## src/rtl/assert_macros.svh

```systemverilog
`ifndef ASSERT_MACROS_SVH
`define ASSERT_MACROS_SVH

// Assertion that holds at every clock edge outside reset.
`define RFB_ASSERT(label, prop, msg) \
  label: assert property (@(posedge clk) disable iff (!rst_n) (prop)) else $error(msg);

// Condition in one cycle implies a consequence in the next.
`define RFB_ASSERT_NEXT(label, ante, cons, msg) \
  label: assert property (@(posedge clk) disable iff (!rst_n) (ante) |=> (cons)) \
    else $error(msg);

`endif

```

## src/rtl/rfb_pkg.sv

```systemverilog
`timescale 1ns / 1ps
package rfb_pkg;

  localparam int OP_W     = 4;
  localparam int IDX_W    = 7;
  localparam int LVL_W    = 8;
  localparam int PCT_W    = 7;
  localparam int CNT_W    = 8;
  localparam int SLOT_W   = 10;
  localparam int STAT_W   = 2;
  localparam int CFG_IDX_W  = 4;
  localparam int CFG_DATA_W = 10;

  localparam logic [CFG_IDX_W-1:0] REG_BASE     = 4'd0;
  localparam logic [CFG_IDX_W-1:0] REG_FIXTURES = 4'd1;

  localparam logic [SLOT_W-1:0] BASE_RESET  = 10'd1;
  localparam logic [LVL_W-1:0]  PCT_LIMIT   = 8'd100;
  localparam logic [PCT_W-1:0]  PCT_FULL    = 7'd100;
  localparam logic [LVL_W-1:0]  LEVEL_FULL  = 8'd255;

  typedef enum logic [OP_W-1:0] {
    OP_READ   = 4'd0,
    OP_RED    = 4'd1,
    OP_GREEN  = 4'd2,
    OP_BLUE   = 4'd3,
    OP_COLOUR = 4'd4,
    OP_BRIGHT = 4'd5,
    OP_TEMP   = 4'd6,
    OP_POWER  = 4'd7,
    OP_RESET  = 4'd8
  } opcode_t;

  typedef enum logic [STAT_W-1:0] {
    ST_OK      = 2'd0,
    ST_RANGE   = 2'd1,
    ST_PERCENT = 2'd2
  } status_t;

  typedef struct packed {
    logic [OP_W-1:0]  opcode;
    logic [IDX_W-1:0] fixture_index;
    logic [LVL_W-1:0] red_in;
    logic [LVL_W-1:0] green_in;
    logic [LVL_W-1:0] blue_in;
    logic [LVL_W-1:0] level_percent;
    logic             power_on;
  } cmd_t;

  typedef struct packed {
    logic [LVL_W-1:0] red;
    logic [LVL_W-1:0] green;
    logic [LVL_W-1:0] blue;
    logic [LVL_W-1:0] white;
    logic [PCT_W-1:0] bright;
    logic [PCT_W-1:0] temp;
    logic             power;
  } entry_t;

  localparam entry_t ENTRY_RESET = '{
    red: LEVEL_FULL, green: LEVEL_FULL, blue: LEVEL_FULL, white: LEVEL_FULL,
    bright: PCT_FULL, temp: PCT_FULL, power: 1'b1
  };

  typedef struct packed {
    logic [STAT_W-1:0] status;
    logic [LVL_W-1:0]  actual_red;
    logic [LVL_W-1:0]  actual_green;
    logic [LVL_W-1:0]  actual_blue;
    logic [LVL_W-1:0]  actual_white;
    logic              actual_lit;
    logic              power_requested;
    logic [PCT_W-1:0]  brightness_now;
    logic [PCT_W-1:0]  temperature_now;
    logic [SLOT_W-1:0] dmx_slot;
  } result_t;

  // Controller to datapath.
  typedef struct packed {
    logic capture;
    logic read;
    logic modify;
    logic write_en;
    logic scale;
    logic load_out;
  } ctl_t;

  // Datapath to controller.
  typedef struct packed {
    logic in_range;
  } sts_t;

endpackage

```

## src/rtl/rfb_ctrl.sv

```systemverilog
`timescale 1ns / 1ps
`include "assert_macros.svh"
module rfb_ctrl
  import rfb_pkg::*;
(
  input  logic clk,
  input  logic rst_n,
  input  logic in_valid,
  output logic in_ready,
  output logic out_valid,
  input  logic out_ready,
  input  sts_t sts,
  output ctl_t ctl
);

  typedef enum logic [2:0] {
    S_IDLE,
    S_READ,
    S_MODIFY,
    S_SCALE,
    S_DIVIDE
  } state_t;

  state_t state_r, state_nxt;
  logic   out_valid_r, out_valid_nxt;

  always_comb begin
    in_ready     = (state_r == S_IDLE);
    ctl.capture  = in_valid && in_ready;
    ctl.read     = (state_r == S_READ);
    ctl.modify   = (state_r == S_MODIFY);
    ctl.write_en = (state_r == S_MODIFY) && sts.in_range;
    ctl.scale    = (state_r == S_SCALE);
    // hold the finished item until the result register frees up
    ctl.load_out = (state_r == S_DIVIDE) && (!out_valid_r || out_ready);
  end

  always_comb begin
    state_nxt = state_r;
    case (state_r)
      S_IDLE:   if (ctl.capture) state_nxt = S_READ;
      S_READ:   state_nxt = S_MODIFY;
      S_MODIFY: state_nxt = S_SCALE;
      S_SCALE:  state_nxt = S_DIVIDE;
      S_DIVIDE: if (ctl.load_out) state_nxt = S_IDLE;
      default:  state_nxt = S_IDLE;
    endcase

    out_valid_nxt = out_valid_r;
    if (ctl.load_out) begin
      out_valid_nxt = 1'b1;
    end else if (out_ready) begin
      out_valid_nxt = 1'b0;
    end
  end

  always_ff @(posedge clk) begin
    if (!rst_n) begin
      state_r     <= S_IDLE;
      out_valid_r <= 1'b0;
    end else begin
      state_r     <= state_nxt;
      out_valid_r <= out_valid_nxt;
    end
  end

  assign out_valid = out_valid_r;

  `RFB_ASSERT(a_rise_from_divide, $rose(out_valid_r) |-> $past(state_r == S_DIVIDE), "result appeared outside divide step")
  `RFB_ASSERT_NEXT(a_accept_reads, ctl.capture, state_r == S_READ, "accepted item did not start a read")
  `RFB_ASSERT(a_single_item, (state_r != S_IDLE) |-> !ctl.capture, "item accepted while busy")

endmodule

```

## config.mk

```make
export PLATFORM = sky130hd
export DESIGN_NAME = rfb_ctrl
export DESIGN_NICKNAME = d
export VERILOG_FILES = /design/src/rtl/rfb_pkg.sv /design/src/rtl/rfb_ctrl.sv
export VERILOG_INCLUDE_DIRS = /design/src /design/src/rtl
export SDC_FILE = /design/constraint.sdc
export NUM_CORES = 1
export LEC_CHECK = 0
export BUFFER_PORTS_ARGS = -buffer_cell sky130_fd_sc_hd__buf_4
export CAP_MARGIN = 25
export CORE_AREA = 2 2 39 41
export DETAILED_ROUTE_END_ITERATION = 8
export DIE_AREA = 0 0 41 43
export PLACE_DENSITY = 0.35
export SLEW_MARGIN = 20
export SYNTH_ARGS = -nofsm -noshare
export SYNTH_HDL_FRONTEND = slang
export SYNTH_SLANG_ARGS = --single-unit
```

## constraint.sdc

```tcl
create_clock -name clk -period 1.2 [get_ports clk]
set_input_delay 0.12 -clock clk [delete_from_list [all_inputs] [get_ports clk]]
set_output_delay 0.12 -clock clk [all_outputs]
set_load 0.1 [all_outputs]
```

==> flow_summary_export.csv, run 1 <==
group,metric,value,unit
yosys,syn-instance-count,23,
critical_path,cp_max_fo,2,
route,antenna_left,0,
yosys,netlist_area,221,um^2
cells_and_area,n_antenna_cell,0,
route,drt_iter0_markers,4,
sta,setup_viol,7,
route,route.detailed.drc,0,
worst_hold_path,hp-class,"primary input to flop",
sta,layout_min_cycle_time,1.43,ns
critical_path,worstSetupEndpointType,"output pin",
power,finalPower,744,uW
sta,tightest_slew,0.278,ns
power,power_density,1290,nW/um^2
sta,layout_setup_ws,-0.230,ns
route,wl,571,um
yosys,synth.area.top_cells,"dfxtp_1 36%, buf_4 6.8%, nor3b_1 6.8%",
floorplan,fp.dieW,41,um
grt,grt_overflow,0,
cells_and_area,layout.nets,52,
grt,grt_pass1_vias,230,
cts,path_clk_slew,0.04,ns
power,p_leak,0.248,nW
cells_and_area,final_common_cell,"buf_4",
critical_path,cp.arrival,1.31,ns
critical_path,critical_path_required,1.08,ns
floorplan,coreArea,1380,um^2
placed_design,dp_hpwl,406,um
sta,fin_skew,0.000102,ns
floorplan,die_y,43,um
yosys,synth_top_area_share,36.2,%
yosys,syn_area_per_cell,9.63,um^2
cts,cts_tree,"done",
cts,clock_sinks,4,
yosys,seq_area_frac_synth,36.2,%
status,failed_checks,"negative setup slack",
floorplan,initial_utilization,16.0,%
grt,track_usage,8.63,%
grt,antenna_found_initial,0,
critical_path,crit_buf_inv,1,
sta,maxSlewViolCount,0,
cells_and_area,final_layout_size_suffix_gt1_share,82.6,%
route,vias_per_cell,3.92,
cts,htreeDepth,1,
grt,grt_first_pass_wirelength,890,um
placed_design,port_buffers,12,
route,dr.pass1.iters,2,
yosys,ys_seq_elements,4,
sta,tns,-0.953,ns
sta,post-route-period-util,119,%
cts,cts_max_path_buffers,2,
cts,cts_hold_buf,0,
floorplan,std_cell_rows,14,
grt,grt_start_max_net_pins,6,
floorplan,ios,13,
cts,clk_latency,0.24,ns
sta,hold_ws,0.104,ns
critical_path,cpPeakStageDelay,0.41,ns
sta,max_slew_margin,81.6,%
floorplan,dieArea,1760,um^2
sta,rsz0062_at_grt,"true",
placed_design,gp_congestion,0.632,
yosys,syn_nets,28,
status,status,"finished with violations",
sta,hold_viol,0,
yosys,synth_top_area_cell,"dfxtp_1",
critical_path,cp_top_family,"simple AND/OR/NAND/NOR gates",
route,post_drt_wl_per_cell,9.21,um
power,ir_drop,0.647,mV
cts,clockRootBuffer,"clkbuf_4",
cells_and_area,syn_to_final_growth,160,%
critical_path,startpoint_type,"flop",
critical_path,slowest_stage,"or3b_4",
yosys,ys_types,14,
flow_run,max_cap_violations,0,
route,vias,243,
cts,numCtsBuffers,3,
critical_path,critPathKind,"flop to output pin",
yosys,ys_warn_count,0,
sta,fmax,699,MHz
placed_design,preCtsSetupSlack,-0.0458,ns
cells_and_area,layout_common_cells,"10 x buf_4, 8 x buf_12, 3 x clkbuf_4, 3 x dfxtp_2, 3 x buf_6",
critical_path,path_cells,"or3b_4 -> nor2b_4 -> buf_12",
==> logic make-up after synthesis <==
kind of cell              count (synthesis)  synth area share (%)
AOI/OAI and AO/OA                         2                  11.9
xor gates and xnor gates                  1                  3.96
buffers and inverters                     2                  6.78
DFF                                       4                  36.2
and+or+nand+nor                          14                  41.2
==> area by class of cell <==
| cell class | count | area (um^2) |
|---|---|---|
| clock buffers | 4 | 26.3 |
| fillers | 144 | 807 |
| flip-flops and latches | 4 | 87.6 |
| multi-input cells | 17 | 174 |
| repair buffers | 21 | 269 |
| well taps | 16 | 20.0 |
==> where the power goes <==
part	switching (mW)	leakage (nW)	total, mW	internal [mW]
Sequential	0.00646	0.0347	0.151	0.144
Clock	0.0662	0.0150	0.192	0.126
Combinational	0.230	0.199	0.402	0.171
==> timing repair <==
item	in CTS	in global routing
endpoints found under the hold margin	0	0
gates cloned	0	0
endpoints found under the setup margin	7	7
pin swaps	3	5
buffers inserted	1	2
resized for setup	21	7
==> sequential cells by signal (all words and copies together) (netlist names) <==
signal,cells
out_valid,1
state_r,3
==> path summary, 6_finish.rpt <==
check	from	end	slack (ns)	depth (start not counted)
worst max-delay path	state_r[1]	ctl[0]	-0.23	3
worst min-delay path	rst_n	state_r[2]	0.10	2
worst max register to register	state_r[1]	out_valid	0.11	3
worst min register to register	out_valid	state_r[2]	0.50	2
==> synthesized netlist by cell type <==
library cell and count:
xnor2_1 1, nand2b_1 2, buf_4 2, or3b_4 1, nor2_1 2, and2_1 2, nand3b_1 1, nor3b_1 2
nor2b_1 1, and3b_1 1, nor3_1 2, dfxtp_1 4, a21boi_2 1, o2bb2ai_2 1
==> stage by stage <==
step	instance area [um^2]	cells	utilization (%)
6_report	577	62	41.7
5_1_grt	577	62	41.7
4_1_cts	531	60	38.3
3_5_place_dp	414	55	29.9
3_3_place_gp	414	55	29.9
2_1_floorplan	265	23	-
==> metal layers <==
layer  track usage (%)  share of wire, %
met5                 0                 0
met4              6.00               1.4
met3              9.95                11
met2              10.0                53
met1              8.33                35
Note: power is estimated with default switching activity, not from simulation.
==> run 2, diff against run 1 <==
--- a/config.mk
+++ b/config.mk
@@ -11,6 +11,7 @@
 export CORE_AREA = 2 2 39 41
 export DETAILED_ROUTE_END_ITERATION = 8
 export DIE_AREA = 0 0 41 43
+export GPL_TIMING_DRIVEN = 0
 export PLACE_DENSITY = 0.35
 export SLEW_MARGIN = 20
 export SYNTH_ARGS = -nofsm -noshare
==> run 2 against run 1 <==
  * The run still ends with negative setup slack left
  * Sequential share of layout area up 0.26 points
  * Global-route usage down 0.50 points
  * Core utilization grew 1.6 points
  * Highest routed layer is now met3
  * Maximum frequency about the same
  * Hold slack better by 0.0033 ns
  * First-iteration DRC count increased by 25%
  * Total power up 2.3%
  * Final area rose by 3.9%
  * Critical endpoint unchanged
  * Clock skew grew 0.0012 ns
  * Critical path depth unchanged
==> flow_summary_export.csv, run 2 (same netlist as run 1, synthesis figures left out) <==
group,metric,value,unit
route,dr.pass1.iters,4,
critical_path,crit_cells,3,
sta,tightest_slew,0.278,ns
sta,fin_skew,0.00127,ns
power,ir_drop,0.886,mV
floorplan,std_cell_rows,14,
power,pwr-share-seq,20.2,%
cts,clockRootBuffer,"clkbuf_4",
cts,clock_sinks,4,
sta,hold_viol,0,
grt,grt_overflow,0,
cts,numCtsBuffers,3,
route,drt_iter0_markers,5,
sta,maxSlewViolCount,0,
floorplan,dieArea,1760,um^2
critical_path,path_cells,"or3b_4 -> nor2b_4 -> buf_12",
critical_path,cp-startpoint,"state_r[1]",
cells_and_area,layout_common_cells,"11 x buf_4, 8 x buf_12, 4 x buf_6, 3 x clkbuf_4, 3 x dfxtp_4",
cells_and_area,final_layout_size_suffix_gt1_share,81.3,%
critical_path,cp_max_fo,4,
cts,clk_latency,0.24,ns
worst_hold_path,hp-class,"primary input to flop",
critical_path,r2r_end,"out_valid",
grt,grt_first_pass_wirelength,966,um
cells_and_area,stdcell_area,599,um^2
power,pwr-share-clk,24.3,%
sta,max_slew_margin,81.6,%
cells_and_area,layout.nets,54,
critical_path,r2r-start,"state_r[1]",
critical_path,slowest_stage,"or3b_4",
flow_run,max_cap_violations,0,
cells_and_area,n_antenna_cell,0,
sta,layout_setup_ws,-0.230,ns
power,power_density,1270,nW/um^2
cts,path_clk_slew,0.04,ns
critical_path,critical_path_required,1.08,ns
placed_design,gp_congestion,0.615,
placed_design,port_buffers,12,
sta,post-route-period-util,119,%
route,antenna_left,0,
cts,cts_hold_buf,0,
cells_and_area,regMostFlops,"state_r",
placed_design,placed_area,375,um^2
route,post_drt_wl_per_cell,9.63,um
route,vias,255,
sta,fmax,699,MHz
critical_path,cp_top_family,"simple AND/OR/NAND/NOR gates",
power,power_frac_comb,55.5,%
cts,htreeDepth,1,
cts,cts_max_path_buffers,2,
cells_and_area,num-fill-cells,139,
route,route.detailed.drc,0,
route,vias_per_cell,3.98,
critical_path,crit_buf_inv,1,
critical_path,cp.arrival,1.31,ns
grt,grt_pass1_vias,251,
status,failed_checks,"negative setup slack",
route,wl,616,um
grt,track_usage,8.12,%
grt,grt_start_max_net_pins,5,
cts,cts_tree,"done",
status,status,"finished with violations",
cells_and_area,largest_reg_flops,3,
floorplan,ios,13,
cells_and_area,multi_input_area,173,um^2
power,switching_share,40.0,%
cells_and_area,syn_to_final_growth,171,%
floorplan,initial_utilization,16.0,%
critical_path,rrSetupSlack,0.11,ns
power,switchingPower,304,uW
critical_path,critPathCapture,"ctl[0]",
critical_path,cpPeakStageDelay,0.41,ns
sta,layout_min_cycle_time,1.43,ns
critical_path,ff2ff_path_depth,3,
cells_and_area,regArea,92.6,um^2
sta,rsz0062_at_grt,"true",
floorplan,die_y,43,um
power,intPower,456,uW
critical_path,startpoint_type,"flop",
grt,antenna_found_initial,0,
sta,setup_viol,7,
critical_path,critPathKind,"flop to output pin",
power,p_leak,0.261,nW
sta,tns,-1.15,ns
cells_and_area,final_common_cell,"buf_4",
critical_path,worstSetupEndpointType,"output pin",
floorplan,coreArea,1380,um^2
floorplan,fp.dieW,41,um
[run 2: cell types whose count changed in the layout (fill, tap and decap cells not counted)]
| cell | previous run | this run |
|---|---|---|
| buf_4 | 10 | 11 |
| and3b_2 | 1 | 0 |
| buf_6 | 3 | 4 |
| dfxtp_4 | 1 | 3 |
| dfxtp_2 | 3 | 1 |
| and3b_1 | 0 | 1 |
[run 2: how the worst min path moves through the flow]
stage                       to  slack (ns)  cells past startpoint  startpoint
global route        state_r[2]        0.11                      2       rst_n
finish              state_r[2]        0.11                      2       rst_n
floorplan           state_r[2]        0.23                      1       rst_n
detailed placement  state_r[2]        0.35                      2       rst_n
CTS                 state_r[2]        0.10                      2       rst_n
global placement    state_r[2]        0.35                      2       rst_n
[run 2: area by class of cell]
| type | count | area share (%) |
|---|---|---|
| clock buffers | 4 | 4.38 |
| flip-flops and latches | 4 | 15.4 |
| well taps | 16 | 3.34 |
| multi-input cells | 17 | 28.8 |
| repair buffers | 23 | 48.0 |
[run 2: per-layer routing]
metal | global-route usage, % | part of all wire, %
met1 | 8.33 | 36
met4 | 0 | 0
met3 | 7.33 | 9.3
met5 | 0 | 0
met2 | 12.8 | 54
[run 2: stage by stage]
stage	total power, mW	hold slack [ns]	setup WS, ns	instances	utilization, %
after floorplan	0.386	0.228	-0.666	23	-
after global placement	0.438	0.353	-0.277	51	27.1
after detailed placement	0.439	0.350	-0.273	51	27.1
after CTS	0.727	0.103	-0.243	61	40.1
after global routing	0.797	0.109	-0.280	64	43.3
final	0.761	0.107	-0.230	64	43.3
[run 2: repair_timing]
item,4_1_cts,5_1_grt
buffers inserted,8,3
endpoints found under the setup margin,7,7
hold endpoints to repair,0,0
pin swaps,5,4
gates resized for setup,25,5
[run 2: power by group through the flow]
stage	Sequential (mW)	Clock (mW)	Combinational (mW)
after detailed placement	0.170	0	0.269
final	0.153	0.185	0.422
after global placement	0.169	0	0.269
after floorplan	0.168	0	0.218
after CTS	0.153	0.193	0.381
after global routing	0.155	0.208	0.435
[run 2: worst reg2reg max path: stages (launching register included)]
cell      delay (ns)
dfxtp_4         0.34
or3b_4          0.41
buf_4           0.15
a21boi_2        0.11
==> run 3, diff against run 2 <==
==> constraint.sdc (replaced) <==
create_clock -name clk -period 1.2 [get_ports clk]
set_input_delay 0.24 -clock clk [delete_from_list [all_inputs] [get_ports clk]]
set_output_delay 0.24 -clock clk [all_outputs]
set_load 0.1 [all_outputs]
==> run 3 against run 2 <==
  * The flow still finishes with violations (negative setup slack)
  * Hold slack improved by 0.12 ns
  * Count of clock-buffer cells in the layout stayed put
  * Via count grew 0.39%
  * Cell count unchanged
  * Critical path type unchanged
  * Critical endpoint unchanged
  * Largest cell class unchanged
  * Largest power group unchanged
  * Highest routed layer unchanged
==> flow_summary_export.csv, run 3 (same netlist as run 1, synthesis figures left out) <==
group,metric,value,unit
grt,grt_overflow,0,
floorplan,initial_utilization,16.0,%
cts,cts_max_path_buffers,2,
floorplan,die_y,43,um
critical_path,r2r_end,"out_valid",
grt,grt_first_pass_wirelength,966,um
cells_and_area,largest_reg_flops,3,
power,p_leak,0.261,nW
cts,clk_latency,0.24,ns
route,dr.pass1.iters,4,
sta,tns,-1.96,ns
power,intPower,457,uW
route,post_drt_wl_per_cell,9.59,um
sta,layout_min_cycle_time,1.55,ns
route,antenna_left,0,
sta,fin_skew,0.00127,ns
floorplan,coreArea,1380,um^2
floorplan,ios,13,
critical_path,critPathKind,"flop to output pin",
cells_and_area,syn_to_final_growth,171,%
route,vias_per_cell,4.00,
route,route.detailed.drc,0,
worst_hold_path,whs_endpoint,"state_r[2]",
placed_design,placed_area,375,um^2
power,pwr-share-clk,24.3,%
grt,grt_pass1_vias,253,
cts,numCtsBuffers,3,
sta,setup_viol,7,
cells_and_area,regMostFlops,"state_r",
worst_hold_path,min_from,"rst_n",
cells_and_area,stdcell_area,601,um^2
cells_and_area,layout.nets,54,
route,vias,256,
critical_path,startpoint_type,"flop",
sta,fmax,645,MHz
critical_path,rrSetupSlack,0.11,ns
sta,post-route-period-util,129,%
route,wl,614,um
cts,cts_hold_buf,0,
grt,antenna_found_initial,0,
status,failed_checks,"negative setup slack",
critical_path,critical_path_required,0.96,ns
placed_design,port_buffers,12,
cells_and_area,final_layout_size_suffix_gt1_share,83.3,%
sta,tightest_slew,0.278,ns
worst_hold_path,hold_depth,2,
critical_path,cp.arrival,1.31,ns
cts,path_clk_slew,0.04,ns
cells_and_area,n_antenna_cell,0,
cts,clock_sinks,4,
critical_path,cp_max_fo,4,
sta,hold_viol,0,
cts,clockRootBuffer,"clkbuf_4",
flow_run,max_cap_violations,0,
sta,max_slew_margin,81.6,%
cells_and_area,final_cells,64,
cells_and_area,utilization,43.4,%
critical_path,ff2ff_path_depth,3,
cts,htreeDepth,1,
critical_path,r2r-start,"state_r[1]",
sta,layout_setup_ws,-0.350,ns
placed_design,dp_cells,51,
worst_hold_path,hp-class,"primary input to flop",
grt,grt_start_max_net_pins,5,
power,switchingPower,304,uW
cts,cts_tree,"done",
status,status,"finished with violations",
placed_design,gp_congestion,0.615,
route,drt_iter0_markers,5,
power,power_frac_comb,55.5,%
floorplan,dieArea,1760,um^2
floorplan,std_cell_rows,14,
sta,hold_ws,0.227,ns
sta,rsz0062_at_grt,"true",
power,power_density,1270,nW/um^2
grt,track_usage,8.12,%
cells_and_area,final_common_cell,"buf_4",
critical_path,worstSetupEndpointType,"output pin",
cells_and_area,layout_common_cells,"11 x buf_4, 8 x buf_12, 4 x buf_6, 3 x clkbuf_4, 3 x dfxtp_4",
sta,maxSlewViolCount,0,
power,switching_share,40.0,%
floorplan,fp.dieW,41,um
power,pwr-share-seq,20.2,%
power,ir_drop,0.886,mV
==> run 3: layer usage <==
| layer | vias up | share of wire [%] | global-route usage (%) |
|---|---|---|---|
| li1 | 127 | - | - |
| met3 | 0 | 9.3 | 7.33 |
| met1 | 119 | 36 | 8.33 |
| met5 | - | 0 | 0 |
| met2 | 10 | 55 | 12.8 |
| met4 | 0 | 0 | 0 |
==> run 3: timing repair <==
item / in CTS / in global routing
pin swaps: 6 / 4
resized for setup: 26 / 5
buffers inserted: 8 / 3
endpoints found under the setup margin: 7 / 7
==> run 3: metrics by stage <==
| step | setup WS, ns | power (mW) |
|---|---|---|
| finish | -0.350 | 0.761 |
| global route | -0.400 | 0.797 |
| CTS | -0.363 | 0.727 |
| detailed placement | -0.393 | 0.439 |
| global placement | -0.397 | 0.438 |
| floorplan | -0.786 | 0.386 |
==> run 3: power groups by stage <==
| stage | Clock (mW) | Combinational [mW] | Sequential, mW |
|---|---|---|---|
| floorplan | 0 | 0.218 | 0.168 |
| global placement | 0 | 0.269 | 0.169 |
| detailed placement | 0 | 0.269 | 0.170 |
| CTS | 0.193 | 0.381 | 0.153 |
| global route | 0.208 | 0.435 | 0.155 |
| finish | 0.185 | 0.422 | 0.153 |
==> run 3: layout make-up <==
type	count	area (um^2)
tap	16	20.0
clock buffer	4	26.3
fill	138	783
sequential	4	92.6
multi-input combinational	17	174
timing repair buffer	23	288
==> run 3: worst max path at each step <==
| stage | from | end | slack (ns) | cells past startpoint |
|---|---|---|---|---|
| final | state_r[1] | ctl[0] | -0.35 | 3 |
| after global routing | state_r[1] | ctl[0] | -0.40 | 3 |
| after CTS | state_r[1] | ctl[0] | -0.36 | 3 |
| after detailed placement | state_r[2] | ctl[0] | -0.39 | 4 |
| after global placement | state_r[2] | ctl[0] | -0.40 | 4 |
| after floorplan | state_r[1] | ctl[2] | -0.79 | 2 |
==> run 3: critical path: stages, from the launching register on <==
cell     delay (ns)
dfxtp_4        0.34
or3b_4         0.41
nor2b_4        0.14
buf_12         0.18
